## config.mk

```make
export PLATFORM = sky130hd
export DESIGN_NAME = arithmetic_encoder_bitstream
export DESIGN_NICKNAME = d
export VERILOG_FILES = /design/src/hw/rtl/abe_pkg.sv /design/src/hw/rtl/arithmetic_encoder_bitstream.sv /design/src/hw/rtl/abe_front.sv /design/src/hw/rtl/abe_queue.sv /design/src/hw/rtl/abe_back.sv
export SDC_FILE = /design/constraint.sdc
export NUM_CORES = 2
export LEC_CHECK = 0
export BUFFER_PORTS_ARGS = -buffer_cell sky130_fd_sc_hd__buf_2
export CORE_UTILIZATION = 40
export CTS_CLUSTER_SIZE = 24
export DETAILED_ROUTE_END_ITERATION = 10
export PLACE_DENSITY_LB_ADDON = 0.25
export SETUP_SLACK_MARGIN = 0.2
export SLEW_MARGIN = 10
export SYNTH_ARGS = -nofsm -noshare
export SYNTH_HDL_FRONTEND = slang
export SYNTH_SLANG_ARGS = --single-unit
```

## constraint.sdc

```tcl
create_clock -name clock -period 9.6 [get_ports clock]
set_input_delay 1.92 -clock clock [delete_from_list [all_inputs] [get_ports clock]]
set_output_delay 1.92 -clock clock [all_outputs]
set_load 0.1 [all_outputs]
```

## src/hw/rtl/abe_pkg.sv

```systemverilog
// Shared types, codes and helpers for the arithmetic encoder bitstream block.
// No dependencies; every other file of the block imports this package.
`default_nettype none

package abe_pkg;

   // Request operation codes, carried on req_tuser.
   localparam logic OP_ENCODE = 1'b0;
   localparam logic OP_FINISH = 1'b1;

   // Result status codes, carried on rsp_tuser.
   localparam logic [1:0] STATUS_OK  = 2'd0;
   localparam logic [1:0] STATUS_BAD = 2'd1;
   localparam logic [1:0] STATUS_OVF = 2'd2;

   // Kinds of work handed from the front end to the back end.
   localparam logic [1:0] KIND_ENCODE = 2'd0;
   localparam logic [1:0] KIND_BAD    = 2'd1;
   localparam logic [1:0] KIND_FINISH = 2'd2;

   // Maximum precision and the reset value of the precision register.
   localparam logic [4:0] PREC_MAX   = 5'd30;
   localparam logic [4:0] PREC_RESET = 5'd24;

   // Width of a cumulative count.
   localparam int COUNT_WIDTH = 31;

   // Depth of the queue between front and back ends.
   localparam int QUEUE_DEPTH = 2;

   typedef logic [COUNT_WIDTH-1:0] count_type;

   typedef struct packed {
      logic [1:0] kind;
      count_type  cum_low;
      count_type  cum_upper;
   } abe_entry_type;

   // Precision values above the maximum act as the maximum.
   function automatic logic [4:0] clamp_prec(input logic [4:0] prec);
      return (prec > PREC_MAX) ? PREC_MAX : prec;
   endfunction

   // Cumulative frequency total for a clamped precision.
   function automatic count_type prec_total(input logic [4:0] prec);
      return count_type'(1) << prec;
   endfunction

endpackage

`default_nettype wire

```

## src/hw/rtl/arithmetic_encoder_bitstream.sv

```systemverilog
// Top level of the arithmetic encoder bitstream block: precision register and wiring.
// Depends on abe_pkg, abe_front, abe_queue and abe_back.
//
//   Channel  Direction  Transaction carries
//   req_     in         tuser: operation; tdata: cum_low, cum_upper
//   rsp_     out        tdata: out_byte; tlast: last_in_run; tuser: status
//   csr_     in         wdata: precision_bits
//
// An encode widens the interval, multiplies, narrows, then shifts out the emitted
// prefix bits one bit per cycle unless rsp_ stalls. A finish flushes the active
// bits and pads the last byte; a rejected item yields a single error result.
// Reset is synchronous and clears the coder; precision returns to 24.
// The two-entry queue lets requests be taken while the back end or rsp_ stalls.
`default_nettype none

module arithmetic_encoder_bitstream
   import abe_pkg::*;
#(
   parameter int STATE_WIDTH = 64
)(
   input  wire logic        clock,
   input  wire logic        reset,
   input  wire logic        req_tvalid,
   output logic             req_tready,
   input  wire logic [63:0] req_tdata,   // cum_low [30:0], cum_upper [61:31]
   input  wire logic [0:0]  req_tuser,   // operation [0]
   output logic             rsp_tvalid,
   input  wire logic        rsp_tready,
   output logic [7:0]       rsp_tdata,   // out_byte [7:0]
   output logic             rsp_tlast,
   output logic [1:0]       rsp_tuser,   // status [1:0]
   input  wire logic        csr_valid,
   output logic             csr_ready,
   input  wire logic [4:0]  csr_wdata
);

   logic [4:0]    prec_ff, prec_in;
   logic [4:0]    prec_eff;
   logic          push_valid;
   logic          push_ready;
   abe_entry_type push_entry;
   logic          pop_valid;
   logic          pop;
   abe_entry_type pop_entry;

   // Precision register, written by a csr transaction.
   assign csr_ready = 1'b1;
   assign prec_in   = (csr_valid && csr_ready) ? csr_wdata : prec_ff;
   assign prec_eff  = clamp_prec(prec_ff);

   always_ff @(posedge clock) begin
      if (reset) begin
         prec_ff <= PREC_RESET;
      end else begin
         prec_ff <= prec_in;
      end
   end

   abe_front u_front (
      .req_tvalid (req_tvalid),
      .req_tready (req_tready),
      .req_tdata  (req_tdata),
      .req_tuser  (req_tuser),
      .prec       (prec_eff),
      .push_valid (push_valid),
      .push_ready (push_ready),
      .push_entry (push_entry)
   );

   abe_queue u_queue (
      .clock      (clock),
      .reset      (reset),
      .push_valid (push_valid),
      .push_ready (push_ready),
      .push_entry (push_entry),
      .pop_valid  (pop_valid),
      .pop        (pop),
      .pop_entry  (pop_entry)
   );

   abe_back #(
      .STATE_WIDTH (STATE_WIDTH)
   ) u_back (
      .clock      (clock),
      .reset      (reset),
      .prec       (prec_eff),
      .q_valid    (pop_valid),
      .q_entry    (pop_entry),
      .q_pop      (pop),
      .rsp_tvalid (rsp_tvalid),
      .rsp_tready (rsp_tready),
      .rsp_tdata  (rsp_tdata),
      .rsp_tlast  (rsp_tlast),
      .rsp_tuser  (rsp_tuser)
   );

endmodule

`default_nettype wire

```

## src/hw/rtl/abe_front.sv

```systemverilog
// Front end: takes request transactions and classifies them for the back end.
// Depends on abe_pkg for the entry type and the operation and kind codes.
`default_nettype none

module abe_front
   import abe_pkg::*;
(
   input  wire logic          req_tvalid,
   output logic               req_tready,
   input  wire logic [63:0]   req_tdata,   // cum_low [30:0], cum_upper [61:31]
   input  wire logic [0:0]    req_tuser,   // operation [0]
   input  wire logic [4:0]    prec,
   output logic               push_valid,
   input  wire logic          push_ready,
   output abe_entry_type      push_entry
);

   count_type cum_low;
   count_type cum_upper;
   count_type total;
   logic      counts_bad;

   assign cum_low   = req_tdata[COUNT_WIDTH-1:0];
   assign cum_upper = req_tdata[2*COUNT_WIDTH-1:COUNT_WIDTH];
   assign total     = prec_total(prec);

   // A symbol of zero width, out of order, or past the total is rejected.
   assign counts_bad = (cum_low >= cum_upper) || (cum_upper > total);

   // Classify the transaction while handing it to the queue.
   always_comb begin
      push_entry.cum_low   = cum_low;
      push_entry.cum_upper = cum_upper;
      priority if (req_tuser[0] == OP_FINISH) begin
         push_entry.kind = KIND_FINISH;
      end else if (counts_bad) begin
         push_entry.kind = KIND_BAD;
      end else begin
         push_entry.kind = KIND_ENCODE;
      end
   end

   assign push_valid = req_tvalid;
   assign req_tready = push_ready;

endmodule

`default_nettype wire

```

## src/hw/rtl/abe_queue.sv

```systemverilog
// Short queue of classified work between the front and back ends.
// Depends on abe_pkg for the entry type and the queue depth.
`default_nettype none

module abe_queue
   import abe_pkg::*;
(
   input  wire logic          clock,
   input  wire logic          reset,
   input  wire logic          push_valid,
   output logic               push_ready,
   input  wire abe_entry_type push_entry,
   output logic               pop_valid,
   input  wire logic          pop,
   output abe_entry_type      pop_entry
);

   localparam int PW = (QUEUE_DEPTH > 1) ? $clog2(QUEUE_DEPTH) : 1;
   localparam int CW = $clog2(QUEUE_DEPTH + 1);

   abe_entry_type  entry_ff [QUEUE_DEPTH];
   logic [PW-1:0]  wr_ptr_ff, wr_ptr_in;
   logic [PW-1:0]  rd_ptr_ff, rd_ptr_in;
   logic [CW-1:0]  count_ff, count_in;
   logic           do_push;
   logic           do_pop;

   assign push_ready = (count_ff < CW'(QUEUE_DEPTH));
   assign pop_valid  = (count_ff != '0);
   assign pop_entry  = entry_ff[rd_ptr_ff];
   assign do_push    = push_valid && push_ready;
   assign do_pop     = pop && pop_valid;

   // Pointer and fill count updates.
   always_comb begin
      wr_ptr_in = wr_ptr_ff;
      rd_ptr_in = rd_ptr_ff;
      count_in  = count_ff;
      if (do_push) begin
         wr_ptr_in = (wr_ptr_ff == PW'(QUEUE_DEPTH - 1)) ? '0 : wr_ptr_ff + PW'(1);
      end
      if (do_pop) begin
         rd_ptr_in = (rd_ptr_ff == PW'(QUEUE_DEPTH - 1)) ? '0 : rd_ptr_ff + PW'(1);
      end
      if (do_push && !do_pop) begin
         count_in = count_ff + CW'(1);
      end else if (do_pop && !do_push) begin
         count_in = count_ff - CW'(1);
      end
   end

   always_ff @(posedge clock) begin
      if (reset) begin
         wr_ptr_ff <= '0;
         rd_ptr_ff <= '0;
         count_ff  <= '0;
      end else begin
         wr_ptr_ff <= wr_ptr_in;
         rd_ptr_ff <= rd_ptr_in;
         count_ff  <= count_in;
      end
   end

   // Entry storage needs no reset.
   always_ff @(posedge clock) begin
      if (do_push) begin
         entry_ff[wr_ptr_ff] <= push_entry;
      end
   end

   // The fill count never passes the depth.
   a_count_bound: assert property (@(posedge clock) disable iff (reset)
      count_ff <= CW'(QUEUE_DEPTH))
      else $error("queue fill count above depth");

endmodule

`default_nettype wire

```

## src/hw/rtl/abe_back.sv

```systemverilog
// Back end: interval arithmetic, renormalization, bit packing and result output.
// Depends on abe_pkg for the entry type, kind and status codes and helpers.
`default_nettype none

module abe_back
   import abe_pkg::*;
#(
   parameter int STATE_WIDTH = 64
)(
   input  wire logic          clock,
   input  wire logic          reset,
   input  wire logic [4:0]    prec,
   input  wire logic          q_valid,
   input  wire abe_entry_type q_entry,
   output logic               q_pop,
   output logic               rsp_tvalid,
   input  wire logic          rsp_tready,
   output logic [7:0]         rsp_tdata,   // out_byte [7:0]
   output logic               rsp_tlast,
   output logic [1:0]         rsp_tuser    // status [1:0]
);

   localparam int SW = STATE_WIDTH;
   localparam int TW = $clog2(STATE_WIDTH + 1);
   localparam int IW = $clog2(STATE_WIDTH);

   localparam logic [3:0] ST_IDLE   = 4'd0;
   localparam logic [3:0] ST_WIDEN  = 4'd1;
   localparam logic [3:0] ST_MUL_HI = 4'd2;
   localparam logic [3:0] ST_MUL_LO = 4'd3;
   localparam logic [3:0] ST_NARROW = 4'd4;
   localparam logic [3:0] ST_EMIT   = 4'd5;
   localparam logic [3:0] ST_FLUSH  = 4'd6;
   localparam logic [3:0] ST_PAD    = 4'd7;
   localparam logic [3:0] ST_DONE   = 4'd8;

   logic [3:0]    state_ff, state_in;
   logic [SW-1:0] lo_ff, lo_in;
   logic [SW-1:0] hi_ff, hi_in;
   logic [TW-1:0] tcnt_ff, tcnt_in;        // active bit count, top index plus one
   logic [SW-1:0] save_lo_ff, save_lo_in;
   logic [SW-1:0] save_hi_ff, save_hi_in;
   logic [TW-1:0] save_tcnt_ff, save_tcnt_in;
   count_type     cl_ff, cl_in;
   count_type     ch_ff, ch_in;
   logic [31:0]   rng_ff, rng_in;
   logic [62:0]   prod_ff, prod_in;
   logic [7:0]    pend_bits_ff, pend_bits_in;
   logic [2:0]    pend_cnt_ff, pend_cnt_in;
   logic          hold_valid_ff, hold_valid_in;
   logic [7:0]    hold_byte_ff, hold_byte_in;
   logic          rsp_valid_ff, rsp_valid_in;
   logic [7:0]    rsp_byte_ff, rsp_byte_in;
   logic          rsp_last_ff, rsp_last_in;
   logic [1:0]    rsp_status_ff, rsp_status_in;

   logic [TW-1:0] tcnt_dec;
   logic [IW-1:0] idx;
   logic [SW-1:0] idx_mask;
   count_type     total;
   logic [SW-1:0] diff;
   logic [31:0]   width_cur;
   count_type     mul_b;
   logic [31:0]   quot;
   logic          out_free;
   logic          put_req;
   logic          put_bit;
   logic          pad_req;
   logic [7:0]    bits_set;
   logic          byte_done;
   logic [7:0]    byte_val;
   logic          stall;

   assign tcnt_dec  = tcnt_ff - TW'(1);
   assign idx       = tcnt_dec[IW-1:0];
   assign idx_mask  = SW'(1) << idx;
   assign total     = prec_total(prec);
   assign diff      = hi_ff - lo_ff;
   assign width_cur = diff[31:0] + 32'd1;
   assign out_free  = !rsp_valid_ff || rsp_tready;

   // One shared multiplier: the high count first, then the low count.
   assign mul_b   = (state_ff == ST_MUL_HI) ? ch_ff : cl_ff;
   assign prod_in = 63'(rng_ff) * 63'(mul_b);
   assign quot    = prod_ff[62:31] == '0 ? prod_ff[31:0] >> prec : 32'(prod_ff >> prec);

   // Which bit, if any, goes into the packer this cycle.
   always_comb begin
      put_req = 1'b0;
      put_bit = 1'b0;
      pad_req = 1'b0;
      unique case (state_ff)
         ST_EMIT: begin
            if ((tcnt_ff != '0) && (lo_ff[idx] == hi_ff[idx])) begin
               put_req = 1'b1;
               put_bit = lo_ff[idx];
            end
         end
         ST_FLUSH: begin
            if (tcnt_ff != '0) begin
               put_req = 1'b1;
               put_bit = lo_ff[idx];
            end
         end
         ST_PAD: begin
            pad_req = (pend_cnt_ff != 3'd0);
         end
         default: begin
            put_req = 1'b0;
         end
      endcase
   end

   // A completed byte is held until the next one shows it was not last or the item ends.
   assign bits_set  = pend_bits_ff | (8'(put_bit) << pend_cnt_ff);
   assign byte_done = (put_req && (pend_cnt_ff == 3'd7)) || pad_req;
   assign byte_val  = pad_req ? pend_bits_ff : bits_set;
   assign stall     = byte_done && hold_valid_ff && !out_free;

   // Sequencer for one item.
   always_comb begin
      state_in      = state_ff;
      lo_in         = lo_ff;
      hi_in         = hi_ff;
      tcnt_in       = tcnt_ff;
      save_lo_in    = save_lo_ff;
      save_hi_in    = save_hi_ff;
      save_tcnt_in  = save_tcnt_ff;
      cl_in         = cl_ff;
      ch_in         = ch_ff;
      rng_in        = rng_ff;
      pend_bits_in  = pend_bits_ff;
      pend_cnt_in   = pend_cnt_ff;
      hold_valid_in = hold_valid_ff;
      hold_byte_in  = hold_byte_ff;
      rsp_valid_in  = rsp_valid_ff && !rsp_tready;
      rsp_byte_in   = rsp_byte_ff;
      rsp_last_in   = rsp_last_ff;
      rsp_status_in = rsp_status_ff;
      q_pop         = 1'b0;

      unique case (state_ff)
         ST_IDLE: begin
            if (q_valid) begin
               unique case (q_entry.kind)
                  KIND_BAD: begin
                     if (out_free) begin
                        q_pop         = 1'b1;
                        rsp_valid_in  = 1'b1;
                        rsp_byte_in   = 8'd0;
                        rsp_last_in   = 1'b1;
                        rsp_status_in = STATUS_BAD;
                     end
                  end
                  KIND_FINISH: begin
                     q_pop    = 1'b1;
                     state_in = ST_FLUSH;
                  end
                  default: begin
                     q_pop        = 1'b1;
                     save_lo_in   = lo_ff;
                     save_hi_in   = hi_ff;
                     save_tcnt_in = tcnt_ff;
                     cl_in        = q_entry.cum_low;
                     ch_in        = q_entry.cum_upper;
                     state_in     = ST_WIDEN;
                  end
               endcase
            end
         end
         ST_WIDEN: begin
            if (width_cur < {1'b0, total}) begin
               if (hi_ff[SW-1]) begin
                  // Growth past the state width: report and keep the old state.
                  if (out_free) begin
                     lo_in         = save_lo_ff;
                     hi_in         = save_hi_ff;
                     tcnt_in       = save_tcnt_ff;
                     rsp_valid_in  = 1'b1;
                     rsp_byte_in   = 8'd0;
                     rsp_last_in   = 1'b1;
                     rsp_status_in = STATUS_OVF;
                     state_in      = ST_IDLE;
                  end
               end else begin
                  lo_in   = {lo_ff[SW-2:0], 1'b0};
                  hi_in   = {hi_ff[SW-2:0], 1'b1};
                  tcnt_in = tcnt_ff + TW'(1);
               end
            end else begin
               rng_in   = width_cur;
               state_in = ST_MUL_HI;
            end
         end
         ST_MUL_HI: begin
            state_in = ST_MUL_LO;
         end
         ST_MUL_LO: begin
            hi_in    = lo_ff + SW'(quot) - SW'(1);
            state_in = ST_NARROW;
         end
         ST_NARROW: begin
            lo_in    = lo_ff + SW'(quot);
            state_in = ST_EMIT;
         end
         ST_EMIT: begin
            // Shift out the leading bits common to both bounds.
            if (put_req) begin
               if (!stall) begin
                  lo_in   = lo_ff & ~idx_mask;
                  hi_in   = hi_ff & ~idx_mask;
                  tcnt_in = tcnt_dec;
               end
            end else begin
               state_in = ST_DONE;
            end
         end
         ST_FLUSH: begin
            // Emit every active bit of the low bound, top bit first.
            if (put_req) begin
               if (!stall) begin
                  tcnt_in = tcnt_dec;
               end
            end else begin
               state_in = ST_PAD;
            end
         end
         ST_PAD: begin
            if (!stall) begin
               lo_in        = '0;
               hi_in        = '0;
               tcnt_in      = '0;
               pend_bits_in = 8'd0;
               pend_cnt_in  = 3'd0;
               state_in     = ST_DONE;
            end
         end
         ST_DONE: begin
            // The held byte, if any, is the last result of the item.
            if (hold_valid_ff) begin
               if (out_free) begin
                  rsp_valid_in  = 1'b1;
                  rsp_byte_in   = hold_byte_ff;
                  rsp_last_in   = 1'b1;
                  rsp_status_in = STATUS_OK;
                  hold_valid_in = 1'b0;
                  state_in      = ST_IDLE;
               end
            end else begin
               state_in = ST_IDLE;
            end
         end
         default: begin
            state_in = ST_IDLE;
         end
      endcase

      // Bit packer, least significant bit first.
      if (put_req && !stall) begin
         if (pend_cnt_ff == 3'd7) begin
            pend_bits_in = 8'd0;
            pend_cnt_in  = 3'd0;
         end else begin
            pend_bits_in = bits_set;
            pend_cnt_in  = pend_cnt_ff + 3'd1;
         end
      end

      // A new byte pushes any held byte out as a non-final result.
      if (byte_done && !stall) begin
         if (hold_valid_ff) begin
            rsp_valid_in  = 1'b1;
            rsp_byte_in   = hold_byte_ff;
            rsp_last_in   = 1'b0;
            rsp_status_in = STATUS_OK;
         end
         hold_valid_in = 1'b1;
         hold_byte_in  = byte_val;
      end
   end

   // Control and coder state.
   always_ff @(posedge clock) begin
      if (reset) begin
         state_ff      <= ST_IDLE;
         lo_ff         <= '0;
         hi_ff         <= '0;
         tcnt_ff       <= '0;
         pend_bits_ff  <= 8'd0;
         pend_cnt_ff   <= 3'd0;
         hold_valid_ff <= 1'b0;
         rsp_valid_ff  <= 1'b0;
      end else begin
         state_ff      <= state_in;
         lo_ff         <= lo_in;
         hi_ff         <= hi_in;
         tcnt_ff       <= tcnt_in;
         pend_bits_ff  <= pend_bits_in;
         pend_cnt_ff   <= pend_cnt_in;
         hold_valid_ff <= hold_valid_in;
         rsp_valid_ff  <= rsp_valid_in;
      end
   end

   // Working and payload registers.
   always_ff @(posedge clock) begin
      save_lo_ff    <= save_lo_in;
      save_hi_ff    <= save_hi_in;
      save_tcnt_ff  <= save_tcnt_in;
      cl_ff         <= cl_in;
      ch_ff         <= ch_in;
      rng_ff        <= rng_in;
      prod_ff       <= prod_in;
      hold_byte_ff  <= hold_byte_in;
      rsp_byte_ff   <= rsp_byte_in;
      rsp_last_ff   <= rsp_last_in;
      rsp_status_ff <= rsp_status_in;
   end

   assign rsp_tvalid = rsp_valid_ff;
   assign rsp_tdata  = rsp_byte_ff;
   assign rsp_tlast  = rsp_last_ff;
   assign rsp_tuser  = rsp_status_ff;

   // An error result stands alone and carries a zero byte.
   a_err_alone: assert property (@(posedge clock) disable iff (reset)
      (rsp_tvalid && (rsp_tuser != STATUS_OK)) |-> (rsp_tlast && (rsp_tdata == 8'd0)))
      else $error("error result not final or not zero");

   // No byte is left held once an item has completed.
   a_hold_drained: assert property (@(posedge clock) disable iff (reset)
      (state_ff == ST_IDLE) |-> !hold_valid_ff)
      else $error("held byte left over between items");

   // The active bit count stays within the state width.
   a_tcnt_bound: assert property (@(posedge clock) disable iff (reset)
      tcnt_ff <= TW'(STATE_WIDTH))
      else $error("active bit count above state width");

endmodule

`default_nettype wire

```

* Word level (Yosys, flattened, before mapping)
Memory sizes are Yosys's and may differ from the RTL's. A register that Yosys moved wholly into a read port is not among the register bits. Cells that the tools add are included.
Storage, ports and cells: memories kept 1, word-level logic and storage cells 230, bits of input ports 75, output and inout port bits 14, register bits after elaboration 472, bits in writable memories 128
Operators by class: multiply operators 1, equality and inequality tests 25, reductions and logical operators 41, mux-type cells 110, order comparisons 6, add/subtract/negate cells 11, bitwise operators 6, shift operators 5
Memories:
- u_queue.entry_ff | depth 2, width 64, read ports 1, clocked after memory_dff 1, wr ports 1, RTL line abe_queue.sv:21 | abe_entry_type entry_ff [QUEUE_DEPTH];
Operators with widths (count):
- two-way mux 64 bit | 11
- case mux 64 bit (4 select lines) | 2
- bitwise AND 64 bit | 2
- two-way mux 8 bit | 14
- adder 64 x 32 -> 64 bit | 1
- NOT 64 bit | 1
- left shift 1 x 6 -> 64 bit, first input constant | 1
- subtractor 64 x 1 -> 64 bit, second input constant | 1
- multiplier 32 x 31 -> 63 bit | 1
- right shift 63 x 5 -> 32 bit | 1
- two-way mux 7 bit | 6
- two-way mux 1 bit | 38
- case mux 4 bit (9 select lines) | 1
- adder 32 x 1 -> 32 bit, second input constant | 1
- logical NOT 32 bit | 1
- < comparator 32 x 31 -> 1 bit | 1
- two-way mux 32 bit | 1
- two-way mux 4 bit | 8
- right shift 32 x 5 -> 32 bit | 1
- subtractor 32 bit | 1
- >= comparator 31 bit | 1
- greater-than comparator 31 bit | 1
- two-way mux 31 bit | 1
- left shift 1 x 5 -> 31 bit, first input constant | 1
- 47 further kinds | 107

* Logic depth before layout (Yosys ltp)
depth after elaboration 15, depth in mapped cells 34, depth with buffers taken out 32

* Cells and area by module
Synthesis repeated with hierarchy kept, for this count alone.
Second synthesis, totals: cells, all modules 7339, area total of the unflattened synthesis 69228.9 um^2
By module, submodules not included:
- abe_back | times used 1, cells an instance 6782, area each 61960.7 um^2, seq. area each 11641.2 um^2
- abe_queue | times used 1, cells an instance 222, area each 4853.4 um^2, seq. area each 3943.8 um^2
- abe_front | times used 1, cells an instance 311, area each 2193.4 um^2, seq. area each 0.0 um^2
- arithmetic_encoder_bitstream | times used 1, cells an instance 24, area each 221.5 um^2, seq. area each 100.1 um^2

* Least setup slack after synthesis
Ideal clock, no wire load.
path type reg-to-reg, start register u_back.state_ff[2], end register u_back.prod_ff[60], setup time 0.072 ns, required time 9.528 ns, clock period less this slack 8.554 ns, path buffers 3, stages on the path, launching flop included 32, data arrival time 8.482 ns, slack 1.046 ns, cells stage by stage dfxtp_1 > clkbuf_1 > nor3_1 > clkbuf_1 > mux2_2 > clkbuf_1 > and2_1 > fa_1 > fa_1 > fa_1 > inv_1 > fa_1 > inv_1 > fa_1 > inv_1 > fa_1 > inv_1 > fa_1 > fa_1 > ha_1 > a21oi_1 > o211ai_1 > a41oi_1 > o31a_1 > o21ai_0 > a311o_1 > a21oi_1 > o211ai_1 > and4_1 > nand2_1 > a311o_1 > xnor2_1
On the way: cells in the longest elaborated chain, start to end 3
RTL lines:
- from (decl) | RTL line abe_back.sv:37 | logic [3:0] state_ff, state_in;
- from (signal assigned) | RTL line abe_back.sv:294 | state_ff <= state_in;
- equality test 4 x 2 -> 1 bit | RTL line abe_back.sv:83 | assign mul_b = (state_ff == ST_MUL_HI) ? ch_ff : cl_ff;
- two-way mux 31 bit | RTL line abe_back.sv:83
- multiplier 32 x 31 -> 63 bit | RTL line abe_back.sv:84 | assign prod_in = 63'(rng_ff) * 63'(mul_b);
- named net u_back.prod_in[60] | RTL line abe_back.sv:47 | logic [62:0] prod_ff, prod_in;
- to (signal assigned) | RTL line abe_back.sv:313 | prod_ff <= prod_in;
- to (decl) | RTL line abe_back.sv:47
The timed path passes the listed nets, and every way through them passes these cells. A chain may end at the register's enable or synchronous reset.

* Final worst setup path
start register u_back.state_ff[0], end register u_back.prod_ff[59]
Same word-level chain as after synthesis.

==> impl_metrics.yaml <==
status:
  status: "finished clean"
yosys:
  ys_top_cells_by_area: "fa_1 (25%), edfxtp_1 (16%), ha_1 (8.3%)"
  syn_inst: 7183
  synth_compound_area_frac: 0.114
  synth_enable_flop_cells: 365
  synthDistinctLibCells: 111
  synthMuxAreaShare: 0.0728
  synth.top_cell.area_share: 0.253
  synthXorXnorAreaFrac: 0.0237
  synthFlopType: "edfxtp_1"
  synthSimpleGateAreaFrac: 0.150
  syn_avg_cell_area_um2: 9.55
  syn_nets: 8579
  yosys_warnings: 0
  ys_seq_elements: 601
  yosysSeqAreaShare: 0.229
  synth_top_cell_by_area: "fa_1"
  netlist_area_um2: 68600
  synthArstFlopShare: 0
  synth_fa_ha_area_frac: 0.336
  synth_top_family_by_area: "adder cells"
routing:
  ant_nets: 0
  met1_length_um: 87900
  via_count: 52600
  wirelength_um: 212000
  top_layer: "met5"
  dr.pass1.iters: 6
  drt-initial-drc-count: 4320
  post_drt_wl_per_cell_um: 22.7
  wl_met3_um: 13700
  drc: 0
  via_per_inst: 5.62
  wl_met2_um: 101000
worst_setup_path:
  worstPathArrival_ps: 9710
  cp_slowest_cell: "fa_1"
  worstPathRequired_ps: 10190
  crit_type: "flop to flop"
  cpLargestDelayFamily: "adder cells"
  critPathMaxFanout: 18
  max_stage_delay_ps: 560
  worstPathBufferInverterCount: 8
  critPathCaptureType: "flop"
  start_kind: "flop"
  crit_top_cell: "fa_1"
  reg2regPathDepth: 33
  crit_cells: 33
cts:
  clk_latency_ps: 700
  cts_tree: "yes"
  cts_max_level: 3
  cts.sinks: 601
  hold_buffers: 0
  cts.reportedPaths.clkPinSlew_ps: 50
  clockRootBuffer: "clkbuf_16"
  max-clock-path-buffers: 3
  cts_made_buffers: 72
floorplan:
  start_util: 0.404
  ioPinCount: 89
  coreArea_um2: 170000
  dieArea_um2: 173000
  die_w_um: 416
  die_h_um: 416
  rows: 151
timing:
  fin_crit_sh: 0.950
  setup_viol: 0
  rsz0062_at_grt: "true"
  fin_crit_ps: 9120
  skew_ps: 66.0
  max_freq_mhz: 110
  fin_ws_ps: 479
  slew_viol_final: 0
  relSlewSlack: 0.167
  worstMarginPinSlew_ps: 1250
  finalHoldViolations: 0
  tns_ps: 0
grt:
  grt_max_degree: 74
  track_usage: 0.242
  grt_pass1_wl_um: 325000
  globalRoute.totalOverflow: 0
  grt_antenna_before_repair: 14
  first_global_vias: 54300
job:
  maxCapViolCount: 0
placement:
  placed_cell_area_um2: 71400
  port_buffers: 85
  pre_cts_ws_ps: 175
  gp_congestion: 0.938
  dp_hpwl_um: 160000
finish:
  drive_gt1_frac: 0.0878
  num-nets-final: 8466
  areaGrowthSynthToFinish_pct: 8.13
  n_fill_cell: 16400
  seq_area_um2: 15700
  finalInstanceArea_um2: 74200
  multi_input_comb_area_um2: 48200
min_path:
  hold_path_depth: 2
  hold_class: "flop to flop"
==> metal layers <==
metal,up-vias,global-route usage
met5,-,0
met4,4,0.103
met3,389,0.0364
met2,1752,0.398
met1,26600,0.318
li1,23800,-
==> repair_timing <==
| action | 4_1_cts | 5_1_grt |
|---|---|---|
| cloned | 0 | 7 |
| pin swaps | 0 | 5 |
| setup endpoints to repair | 2 | 15 |
| setup buffers | 0 | 6 |
| resized for setup | 6 | 36 |
| hold endpoints to repair | 0 | 0 |
==> cells in the mapped netlist (12+ instances only) <==
cell type / number
nor3_1: 62
fa_1: 868
clkbuf_1: 368
o31ai_1: 26
or4_1: 15
a21o_1: 86
or3_1: 25
a21oi_1: 408
buf_2: 31
dfxtp_1: 236
a31oi_1: 65
mux4_2: 37
inv_1: 913
nand2_1: 790
nor2_1: 232
o21bai_1: 20
nand2b_1: 25
xnor2_1: 119
edfxtp_1: 365
nor4_1: 28
nand3_1: 86
o2bb2ai_1: 14
and3_1: 76
ha_1: 453
a22o_1: 12
o21a_1: 35
mux2_2: 130
nand4_1: 56
and4_1: 13
mux2i_1: 269
and2_1: 458
nor2b_1: 120
or2_2: 19
a211oi_1: 45
xor2_1: 63
o211ai_1: 33
buf_1: 25
o21ai_0: 278
o22ai_1: 64
==> through the flow <==
stage / util / hold slack [ps] / instances
after detailed placement: 0.420 / 448 / 9201
after global placement: 0.420 / 443 / 9201
final: 0.437 / 457 / 9352
after global routing: 0.437 / 470 / 9351
after CTS: 0.435 / 462 / 9334
after floorplan: - / 403 / 7183
==> worst min-delay path, cell delays in order, from the launching register on <==
cell and delay, ps:
dfxtp_1 310, inv_1 50, a21oi_1 50
==> registers in the layout, indices dropped and copies added (netlist names), 7 cells and up, named ones only <==
register	flops
u_back.ch_ff	31
u_back.cl_ff	31
u_back.hi_ff	64
u_back.hold_byte_ff	8
u_back.lo_ff	64
u_back.pend_bits_ff	8
u_back.prod_ff	63
u_back.rng_ff	32
u_back.rsp_tdata	8
u_back.save_hi_ff	64
u_back.save_lo_ff	64
u_back.save_tcnt_ff	7
u_back.tcnt_ff	7
u_queue.entry_ff	128
==> cell type report <==
type                    instances  area share
inverters                     913      0.0462
clock inverters                31     0.00523
repair buffers                240      0.0226
clock buffers                 102      0.0270
multi-input cells            5242       0.650
diodes                          5    0.000169
well taps                    2218      0.0374
flip-flops and latches        601       0.212
==> path summary, 6_finish.rpt <==
kind	start	to	slack (ps)
hold reg to reg	u_back.rsp_tlast$_DFF_P_	u_back.rsp_tlast$_DFF_P_	460
setup reg to reg	u_back.state_ff[0]$_SDFFE_PP0P_	u_back.prod_ff[59]$_DFF_P_	480
setup / recovery	u_back.state_ff[0]$_SDFFE_PP0P_	u_back.prod_ff[59]$_DFF_P_	480
hold / removal	u_back.rsp_tlast$_DFF_P_	u_back.rsp_tlast$_DFF_P_	460
==> cell families (layout without fill, tap and decap cells) <==
| family | count (synthesis) | after routing |
|---|---|---|
| AND/OR/NAND/NOR | 2048 | 2048 |
| XOR/XNOR | 184 | 184 |
| flip-flops | 601 | 601 |
| adder cells (fa/ha/maj) | 1321 | 1321 |
| multiplexers | 436 | 442 |
| AO/OA/AOI/OAI | 1246 | 1246 |
| other | 1 | 6 |
| buffers and inverters | 1346 | 1286 |
==> placed cells by master, fill, tap and decap left out, types with 14 or more instances in the layout <==
| cell | instances |
|---|---|
| a211oi_1 | 45 |
| mux4_2 | 37 |
| or3_1 | 25 |
| dfxtp_1 | 230 |
| a21o_1 | 86 |
| o21a_1 | 35 |
| or4_1 | 15 |
| inv_1 | 911 |
| o211ai_1 | 33 |
| nand4_1 | 56 |
| ha_1 | 452 |
| o2bb2ai_1 | 14 |
| nor2b_1 | 118 |
| nand2_1 | 786 |
| o22ai_1 | 64 |
| nand2b_1 | 24 |
| mux2_4 | 19 |
| buf_4 | 149 |
| and3_1 | 75 |
| nand3_1 | 85 |
| a21oi_1 | 401 |
| o21ai_0 | 275 |
| nor2_1 | 228 |
| xor2_1 | 63 |
| a31oi_1 | 65 |
| fa_1 | 868 |
| clkbuf_1 | 21 |
| edfxtp_1 | 365 |
| nor4_1 | 27 |
| clkbuf_16 | 73 |
| xnor2_1 | 119 |
| o21bai_1 | 20 |
| mux2_2 | 114 |
| or2_2 | 19 |
| o31ai_1 | 25 |
| mux2i_1 | 266 |
| buf_2 | 84 |
| nor3_1 | 59 |
| and2_1 | 456 |
Power is left out: the tool's default activity adds up to more than one toggle a clock period on the data nets, which glitch-free logic cannot reach.
